[src/rtl/tfb_pkg.sv]
// tfb_pkg: shared types, constants and the CRC byte step for the telemetry frame builder.
// No dependencies; imported by every module of the block.
`timescale 1ns / 1ps

package tfb_pkg;

	localparam int QDEPTH = 4;
	localparam int QPTR_W = $clog2(QDEPTH);
	localparam int QCNT_W = $clog2(QDEPTH + 1);

	localparam int WORD_W  = 16;
	localparam int NUM_SENS = 5;
	localparam int IN_W    = WORD_W * NUM_SENS;

	localparam logic [15:0] CRC_TOP = 16'h8000;
	localparam logic [15:0] WORD_LO = 16'h00FF;

	typedef enum logic [2:0] {
		REG_SRC, REG_DST, REG_BIG, REG_TYPE, REG_POLY, REG_FLAG, REG_ESC, REG_XOR
	} reg_idx_t;

	typedef struct packed {
		logic [7:0]  src_addr;
		logic [7:0]  dst_addr;
		logic        big_endian;
		logic [7:0]  type_code;
		logic [15:0] crc_poly;
		logic [7:0]  flag_byte;
		logic [7:0]  escape_byte;
		logic [7:0]  escape_xor;
	} cfg_t;

	// queue word: byte, stuffing allowed, closing flag
	typedef struct packed {
		logic [7:0] data;
		logic       stuff;
		logic       last;
	} qent_t;

	function automatic logic [15:0] crc_byte(input logic [15:0] crc, input logic [7:0] b,
			input logic [15:0] poly);
		logic [15:0] acc;
		logic        top;
		acc = crc ^ {b, 8'h00};
		for (int k = 0; k < 8; k++) begin
			top = (acc & CRC_TOP) != 16'h0000;
			acc = {acc[14:0], 1'b0};
			if (top) begin
				acc = acc ^ poly;
			end
		end
		return acc;
	endfunction

	function automatic logic [7:0] word_byte(input logic [15:0] w, input logic big,
			input logic second);
		logic [15:0] lo;
		lo = w & WORD_LO;
		return (big == second) ? lo[7:0] : w[15:8];
	endfunction

endpackage

[src/rtl/telemetry_frame_builder_crc_stuffing_core.sv]
// telemetry_frame_builder_crc_stuffing_core: top level with configuration registers.
// Depends on tfb_pkg, tfb_front, tfb_queue and tfb_back.
//
// Usage:
//   s_axis: one word per frame; tdata holds tick_count, depth, therm_temp, humidity,
//   hum_temp (16 bits each, tick_count lowest). m_axis: one frame byte per word,
//   tlast on the closing flag. cfg_we/cfg_index/cfg_data write a register; write only
//   while no frame is in flight. Each input word yields one frame of 19 to 36 bytes:
//   flag, stuffed body and CRC, flag. The first byte passes the serializer state,
//   the queue and the output register before it is valid. The serializer produces one
//   unstuffed byte a cycle while the queue is not full; the output register sends
//   one byte a cycle while the receiver is ready. s_axis_tready returns the cycle
//   after the closing flag is queued, so no new input word is taken until the whole
//   frame is queued; longer stuffed frames are paced by the output.
//   A stalled receiver backs the four-word queue up to the serializer, which waits;
//   no byte is lost. Reset clears the packet counter, empties the queue, drops
//   the output word and loads the register defaults (flag 0x7E, escape 0x7D,
//   xor 0x20, polynomial 0x1021).
`timescale 1ns / 1ps

module telemetry_frame_builder_crc_stuffing_core (
	input  logic                     clk,
	input  logic                     arst_n,
	input  logic                     cfg_we,
	input  logic [2:0]               cfg_index,
	input  logic [15:0]              cfg_data,
	input  logic                     s_axis_tvalid,
	output logic                     s_axis_tready,
	// tick_count, depth, therm_temp, humidity, hum_temp
	input  logic [tfb_pkg::IN_W-1:0] s_axis_tdata,
	output logic                     m_axis_tvalid,
	input  logic                     m_axis_tready,
	// out_byte
	output logic [7:0]               m_axis_tdata,
	output logic                     m_axis_tlast
);
	import tfb_pkg::*;

	cfg_t  cfg_q;
	logic  q_push;
	logic  q_pop;
	logic  q_full;
	logic  q_empty;
	qent_t q_wdata;
	qent_t q_rdata;

	always_ff @(posedge clk or negedge arst_n) begin
		if (!arst_n) begin
			cfg_q.src_addr    <= 8'h00;
			cfg_q.dst_addr    <= 8'h00;
			cfg_q.big_endian  <= 1'b0;
			cfg_q.type_code   <= 8'h00;
			cfg_q.crc_poly    <= 16'h1021;
			cfg_q.flag_byte   <= 8'h7E;
			cfg_q.escape_byte <= 8'h7D;
			cfg_q.escape_xor  <= 8'h20;
		end else if (cfg_we) begin
			unique case (reg_idx_t'(cfg_index))
				REG_SRC:  cfg_q.src_addr    <= cfg_data[7:0];
				REG_DST:  cfg_q.dst_addr    <= cfg_data[7:0];
				REG_BIG:  cfg_q.big_endian  <= cfg_data[0];
				REG_TYPE: cfg_q.type_code   <= cfg_data[7:0];
				REG_POLY: cfg_q.crc_poly    <= cfg_data;
				REG_FLAG: cfg_q.flag_byte   <= cfg_data[7:0];
				REG_ESC:  cfg_q.escape_byte <= cfg_data[7:0];
				REG_XOR:  cfg_q.escape_xor  <= cfg_data[7:0];
				default: ;
			endcase
		end
	end

	tfb_front u_front (
		.clk      (clk),
		.arst_n   (arst_n),
		.cfg      (cfg_q),
		.in_valid (s_axis_tvalid),
		.in_ready (s_axis_tready),
		.in_data  (s_axis_tdata),
		.q_full   (q_full),
		.q_push   (q_push),
		.q_data   (q_wdata)
	);

	tfb_queue u_queue (
		.clk    (clk),
		.arst_n (arst_n),
		.push   (q_push),
		.wdata  (q_wdata),
		.full   (q_full),
		.pop    (q_pop),
		.rdata  (q_rdata),
		.empty  (q_empty)
	);

	tfb_back u_back (
		.clk       (clk),
		.arst_n    (arst_n),
		.cfg       (cfg_q),
		.q_empty   (q_empty),
		.q_head    (q_rdata),
		.q_pop     (q_pop),
		.out_valid (m_axis_tvalid),
		.out_ready (m_axis_tready),
		.out_byte  (m_axis_tdata),
		.out_last  (m_axis_tlast)
	);

endmodule

[src/rtl/tfb_front.sv]
// tfb_front: accepts a sample word, bumps the packet counter, and serializes the unstuffed
// frame (flags, body, CRC) into the queue one byte a cycle while it is not full. Uses tfb_pkg.
`timescale 1ns / 1ps

module tfb_front (
	input  logic                    clk,
	input  logic                    arst_n,
	input  tfb_pkg::cfg_t           cfg,
	input  logic                    in_valid,
	output logic                    in_ready,
	input  logic [tfb_pkg::IN_W-1:0] in_data,
	input  logic                    q_full,
	output logic                    q_push,
	output tfb_pkg::qent_t          q_data
);
	import tfb_pkg::*;

	typedef enum logic {F_IDLE, F_SEND} fstate_t;

	localparam logic [4:0] IDX_OPEN  = 5'd0;
	localparam logic [4:0] IDX_SRC   = 5'd1;
	localparam logic [4:0] IDX_DST   = 5'd2;
	localparam logic [4:0] IDX_CNT   = 5'd3;
	localparam logic [4:0] IDX_TYPE  = 5'd5;
	localparam logic [4:0] IDX_TICK  = 5'd6;
	localparam logic [4:0] IDX_CRC   = 5'd16;
	localparam logic [4:0] IDX_CLOSE = 5'd18;

	fstate_t     state_q;
	logic [4:0]  idx_q;
	logic [15:0] cnt_q;
	logic [15:0] crc_q;
	logic [15:0] sens_q [NUM_SENS];

	logic [4:0]  rel;
	logic [2:0]  wsel;
	logic        body;

	assign in_ready = (state_q == F_IDLE);
	assign q_push   = (state_q == F_SEND) && !q_full;
	assign rel      = idx_q - IDX_TICK;
	assign wsel     = rel[3:1];
	assign body     = (idx_q >= IDX_SRC) && (idx_q < IDX_CRC);

	always_comb begin
		q_data = '{data: 8'h00, stuff: 1'b1, last: 1'b0};
		unique case (idx_q) inside
			IDX_OPEN: q_data = '{data: cfg.flag_byte, stuff: 1'b0, last: 1'b0};
			IDX_SRC:  q_data.data = cfg.src_addr;
			IDX_DST:  q_data.data = cfg.dst_addr;
			IDX_CNT, IDX_CNT + 5'd1:
				q_data.data = word_byte(cnt_q, cfg.big_endian, idx_q != IDX_CNT);
			IDX_TYPE: q_data.data = cfg.type_code;
			[IDX_TICK:IDX_CRC - 5'd1]:
				q_data.data = word_byte(sens_q[wsel], cfg.big_endian, rel[0]);
			IDX_CRC, IDX_CRC + 5'd1:
				q_data.data = word_byte(crc_q, cfg.big_endian, idx_q != IDX_CRC);
			default:  q_data = '{data: cfg.flag_byte, stuff: 1'b0, last: 1'b1};
		endcase
	end

	always_ff @(posedge clk) begin
		if (in_valid && in_ready) begin
			for (int i = 0; i < NUM_SENS; i++) begin
				sens_q[i] <= in_data[i*WORD_W +: WORD_W];
			end
		end
	end

	always_ff @(posedge clk or negedge arst_n) begin
		if (!arst_n) begin
			state_q <= F_IDLE;
			idx_q   <= IDX_OPEN;
			cnt_q   <= '0;
			crc_q   <= '0;
		end else begin
			unique case (state_q)
				F_IDLE: begin
					if (in_valid) begin
						state_q <= F_SEND;
						idx_q   <= IDX_OPEN;
						crc_q   <= '0;
						cnt_q   <= cnt_q + 16'd1;
					end
				end
				F_SEND: begin
					if (q_push) begin
						if (body) begin
							crc_q <= crc_byte(crc_q, q_data.data, cfg.crc_poly);
						end
						if (idx_q == IDX_CLOSE) begin
							state_q <= F_IDLE;
						end else begin
							idx_q <= idx_q + 5'd1;
						end
					end
				end
				default: state_q <= F_IDLE;
			endcase
		end
	end

endmodule

[src/rtl/tfb_queue.sv]
// tfb_queue: short word queue between the frame serializer and the stuffing stage.
// Uses tfb_pkg for the entry type and depth.
`timescale 1ns / 1ps

module tfb_queue (
	input  logic           clk,
	input  logic           arst_n,
	input  logic           push,
	input  tfb_pkg::qent_t wdata,
	output logic           full,
	input  logic           pop,
	output tfb_pkg::qent_t rdata,
	output logic           empty
);
	import tfb_pkg::*;

	qent_t             mem_q [QDEPTH];
	logic [QPTR_W-1:0] wptr_q;
	logic [QPTR_W-1:0] rptr_q;
	logic [QCNT_W-1:0] cnt_q;

	assign full  = (cnt_q == QCNT_W'(QDEPTH));
	assign empty = (cnt_q == '0);
	assign rdata = mem_q[rptr_q];

	always_ff @(posedge clk) begin
		if (push) begin
			mem_q[wptr_q] <= wdata;
		end
	end

	always_ff @(posedge clk or negedge arst_n) begin
		if (!arst_n) begin
			wptr_q <= '0;
			rptr_q <= '0;
			cnt_q  <= '0;
		end else begin
			if (push) begin
				wptr_q <= wptr_q + QPTR_W'(1);
			end
			if (pop) begin
				rptr_q <= rptr_q + QPTR_W'(1);
			end
			if (push && !pop) begin
				cnt_q <= cnt_q + QCNT_W'(1);
			end else if (pop && !push) begin
				cnt_q <= cnt_q - QCNT_W'(1);
			end
		end
	end

	a_no_overflow: assert property (@(posedge clk) disable iff (!arst_n) full |-> !push)
		else $error("queue push while full");
	a_no_underflow: assert property (@(posedge clk) disable iff (!arst_n) empty |-> !pop)
		else $error("queue pop while empty");
	a_cnt_bound: assert property (@(posedge clk) disable iff (!arst_n)
		cnt_q <= QCNT_W'(QDEPTH))
		else $error("queue count out of range");

endmodule

[src/rtl/tfb_back.sv]
// tfb_back: drains the queue, inserts escape sequences and holds the output register.
// Uses tfb_pkg for the config and entry types.
`timescale 1ns / 1ps

module tfb_back (
	input  logic           clk,
	input  logic           arst_n,
	input  tfb_pkg::cfg_t  cfg,
	input  logic           q_empty,
	input  tfb_pkg::qent_t q_head,
	output logic           q_pop,
	output logic           out_valid,
	input  logic           out_ready,
	output logic [7:0]     out_byte,
	output logic           out_last
);
	import tfb_pkg::*;

	logic       valid_q;
	logic [7:0] byte_q;
	logic       last_q;
	logic       esc_q;
	logic [7:0] esc_data_q;
	logic       free;
	logic       hit;

	assign free      = !valid_q || out_ready;
	assign q_pop     = free && !esc_q && !q_empty;
	assign hit       = q_head.stuff &&
		((q_head.data == cfg.flag_byte) || (q_head.data == cfg.escape_byte));
	assign out_valid = valid_q;
	assign out_byte  = byte_q;
	assign out_last  = last_q;

	always_ff @(posedge clk) begin
		if (free) begin
			if (esc_q) begin
				byte_q <= esc_data_q;
				last_q <= 1'b0;
			end else if (!q_empty) begin
				byte_q <= hit ? cfg.escape_byte : q_head.data;
				last_q <= q_head.last;
				if (hit) begin
					esc_data_q <= q_head.data ^ cfg.escape_xor;
				end
			end
		end
	end

	always_ff @(posedge clk or negedge arst_n) begin
		if (!arst_n) begin
			valid_q <= 1'b0;
			esc_q   <= 1'b0;
		end else if (free) begin
			if (esc_q) begin
				valid_q <= 1'b1;
				esc_q   <= 1'b0;
			end else begin
				valid_q <= !q_empty;
				esc_q   <= !q_empty && hit;
			end
		end
	end

	a_esc_follows: assert property (@(posedge clk) disable iff (!arst_n) esc_q |-> valid_q)
		else $error("pending escape without a word in the output register");
	a_no_pop_on_esc: assert property (@(posedge clk) disable iff (!arst_n) esc_q |-> !q_pop)
		else $error("queue popped while an escaped byte is pending");

endmodule
[config.mk]
export PLATFORM = sky130hd
export DESIGN_NAME = telemetry_frame_builder_crc_stuffing_core
export DESIGN_NICKNAME = d
export VERILOG_FILES = /design/src/rtl/tfb_pkg.sv /design/src/rtl/telemetry_frame_builder_crc_stuffing_core.sv /design/src/rtl/tfb_front.sv /design/src/rtl/tfb_queue.sv /design/src/rtl/tfb_back.sv
export SDC_FILE = /design/constraint.sdc
export NUM_CORES = 1
export LEC_CHECK = 0
export ABC_CLOCK_PERIOD_IN_PS = 9950
export BUFFER_PORTS_ARGS = -buffer_cell sky130_fd_sc_hd__buf_2
export CAP_MARGIN = 20
export CORE_MARGIN = 2
export CORE_UTILIZATION = 40
export CTS_CLUSTER_SIZE = 10
export DETAILED_ROUTE_END_ITERATION = 8
export GPL_TIMING_DRIVEN = 1
export PLACE_DENSITY = 0.64
export SYNTH_ARGS = -nofsm -noshare
export SYNTH_HDL_FRONTEND = slang
export SYNTH_SLANG_ARGS = --single-unit
[constraint.sdc]
create_clock -name clk -period 9.95 [get_ports clk]
set_input_delay 2.4875 -clock clk [delete_from_list [all_inputs] [get_ports clk]]
set_output_delay 2.4875 -clock clk [all_outputs]
set_load 0.01 [all_outputs]
==> metrics.md <==
| Metric | Value |
|---|---|
| GP Congestion | around 0.87 |
| Worst-Margin Slew | approximately 1.0 ns |
| Post-synth top area share | approximately 30% |
| Post-Synth XOR/XNOR Area | under 10% |
| Register area | 6940 um^2 |
| Clk slew on worst S/H paths | ~0.060 ns |
| Initial antenna violation count | 0 |
| Max Slew Vio Count | 0 |
| Async S/R FF share, synth | between 40 and 50% |
| Commonest non-fill, non-tap cell in the layout | edfxtp_1 |
| Reg2reg path depth | 18 |
| Avg Vias per Cell | about 5.6 |
| Port bufs | roughly 110 |
| Final wirelength | 33.2 mm |
| Most frequent cells in the layout | edfxtp_1, buf_2, nand2_1, dfrtp_1, xnor2_1 |
| Post-synthesis register bit count | around 250 |
| Worst Path Max Fanout | 28 |
| Syn_nets | between 1k and 1.5k |
| 1st-iter DRT viols | between 700 and 800 |
| Clk_skew | ~0.011 ns |
| DP Wirelength | 23.5 mm |
| Top delay family on crit path | simple AND/OR/NAND/NOR gates |
| Synthesized area | 13,800 um^2 |
| Via count | roughly 9.5k |
| Setup_tns | 0 ns |
| First-pass GRT wire length | between 50 and 60 mm |
| R2R Path Start | u_front.idx_q[2] |
| Clock Root Buffer | clkbuf_16 |
| H-tree Lvls | 1 |
| Main combinational cell family by area after synthesis | multiplexers |
| Chip width | 189 um |
| Sink Count | approximately 250 |
| CTS tree | yes |
| CP Capture Type | flip-flop |
| CTS-repair resized insts | 0 |
| CP Launch Type | flip-flop |
| Crit path DAT | about 7.7 ns |
| Max cap viols | 0 |
| Fmax | about 140 MHz |
| Die ar. | 35,900 um^2 |
| Final hold violation count | 0 |
| Post-synth EDFFs | between 100 and 150 |
| Vias in the first global route | ~9.5k |
| Filler cells | ~3.1k |
| Unique masters post-synth | between 90 and 100 |
| Ports | between 100 and 150 |
| Top FF cell, synth | edfxtp_1 |
| Synth Area in Compound Gates | 11.6% |
| Status | completed |
| Routed wl met3 | a little under 2 mm |
| Multiplexer share of the synthesized area | roughly 12% |
| CTS Buffer Depth | 3 |
| Worst R2R End | u_front.crc_q[15] |
| Top routing layer in use | met4 |
| DR DRC count | 0 |
| Total CTS buffers | 30 |
| Setup Fix Bufs, Post-CTS | 0 |
| Min-Delay Path Class | flip-flop to flip-flop |
| WS Path Type | flip-flop to flip-flop |
| WL/cell | between 15 and 20 um |
| RSZ-0062 raised after global routing | no |
| Worst Setup EP | u_front.crc_q[15] |
| Total gr overflow | 0 |
| Met1 wire length | about 15 mm |
| Layout cell share with drive strength beyond 1 | 25.9% |
| Clock latency on the worst-skew pair | ~0.55 ns |
| Fin crit share | 73.2% |
| Slew HR | approximately a third |
| Nets | 1,337 |
| All-Layer GR Usage | between 10% and 20% |
| Yosys top cell by area | edfxtp_1 |
| Crit path buf inv count | 1 |
| Maximum number of pins on one net before global-route repair | 84 |
| Hold buffers post-CTS | 0 |
| # rows | 67 |
| Final setup viols | 0 |
| Area Growth Syn to Fin | 13.1% |
| Area of the multi-input gates | 6380 um^2 |
| Post-Syn Instances | between 1k and 1.5k |
| R2R setup slack | 2.66 ns |
| Die height | ~190 um |
| Minimum clock period | about 7.3 ns |
| CP cell instances | inv_1, ha_1, mux4_2, mux2i_1, a221oi_1, nor2_1, mux2_4, nor2_4, xnor2_1, o21ai_1, nand4_1, and3_1, o21ai_1, nand3_2, and4_1, a211oi_1, a211oi_1, o31ai_2 |
| Adder-cell share of the synthesized area | 1.42% |
| Initial Util | between 40% and 50% |
| CP max stage cell | dfrtp_1 |
| Post-Synth Simple-Gate Area | between 10% and 20% |
| Yosys warning count | 0 |
| Syn_area_per_cell | 12.2 um^2 |
| Detailed Routing Iterations Pass 1 | 6 |
| CP max stage delay | slightly below 1 ns |
| Crit path from | u_front.idx_q[2] |
| Sequential element share of the synthesized area | 50.4% |
| Routed wl met2 | 15.0 mm |
| Critical Path RT | approximately 10 ns |
| Final antenna-violating net count | 0 |
| Synth area leaders | edfxtp_1, dfrtp_1, xnor2_1 |
| Core footprint | 33,700 um^2 |
| Critical Path Stages | 18 |
==> metal layers <==
| layer | GRT usage, % | vias to the layer above |
|---|---|---|
| li1 | - | 4423 |
| met1 | 26.9 | 4655 |
| met2 | 29.5 | 328 |
| met3 | 2.89 | 62 |
| met4 | 3.97 | 0 |
| met5 | 0 | - |
==> synth_stat cells (all sizes together), types with 16 or more instances <==
| cell | number |
|---|---|
| a21oi | 29 |
| nand3 | 57 |
| buf | 30 |
| o211a | 26 |
| dfstp | 16 |
| nand2 | 112 |
| edfxtp | 137 |
| xnor2 | 94 |
| mux2 | 64 |
| a211oi | 30 |
| dfrtp | 96 |
| mux4 | 27 |
| nand4 | 21 |
| a31oi | 20 |
| mux2i | 36 |
| nor2 | 38 |
| inv | 23 |
| clkbuf | 42 |
| o21ai | 39 |
| xor2 | 29 |
==> layout make-up <==
cell class / instances / share of cell area [%]
diodes: 1 / 0.0161
clock buffers: 52 / 5.69
clock inverters: 4 / 0.137
inverters: 24 / 0.587
multi-input cells: 786 / 41.0
flip-flops and latches: 249 / 44.6
well taps: 448 / 3.60
repair buffers: 127 / 4.36
==> how the worst min path moves through the flow <==
stage | cells past startpoint | start | to
5_1_grt | 1 | u_front.cnt_q[15] | u_front.cnt_q[15]
2_1_floorplan | 1 | u_front.cnt_q[15] | u_front.cnt_q[15]
6_report | 1 | u_front.cnt_q[15] | u_front.cnt_q[15]
3_5_place_dp | 1 | u_front.cnt_q[15] | u_front.cnt_q[15]
3_3_place_gp | 1 | u_front.cnt_q[15] | u_front.cnt_q[15]
4_1_cts | 1 | u_front.cnt_q[15] | u_front.cnt_q[15]
==> cells by family after synthesis <==
kind of cell	after synthesis
AND/OR/NAND/NOR	308
adder cells (fa/ha/maj)	15
flip-flops	249
XOR/XNOR	128
AO/OA/AOI/OAI	208
multiplexers	127
buffers and inverters	96
==> flip-flops by register name, summed over array words and instances, names as in the netlist <==
register	count
u_front.idx_q	5
u_back.esc_q	1
u_back.out_byte	8
u_queue.wptr_q	2
u_back.out_last	1
u_queue.cnt_q	3
u_front.sens_q	80
u_front.state_q	1
u_back.esc_data_q	8
u_front.crc_q	16
u_back.out_valid	1
u_queue.rptr_q	2
cfg_q	65
u_queue.mem_q	40
u_front.cnt_q	16
==> stage by stage <==
| step | instance area (um^2) | hold WS (ns) | utilization (%) | instances | setup WS [ns] |
|---|---|---|---|---|---|
| final | 15600 | 0.477 | 46.2 | 1691 | 2.66 |
| after global routing | 15600 | 0.495 | 46.1 | 1690 | 1.99 |
| after CTS | 15500 | 0.477 | 46.1 | 1689 | 2.32 |
| after detailed placement | 14600 | 0.470 | 43.4 | 1633 | 2.40 |
| after global placement | 14600 | 0.455 | 43.4 | 1632 | 2.67 |
| after floorplan | 13800 | 0.441 | - | 1131 | 4.53 |
Power is left out: the tool's default activity adds up to more than one toggle a clock period on the data nets, which glitch-free logic cannot reach.
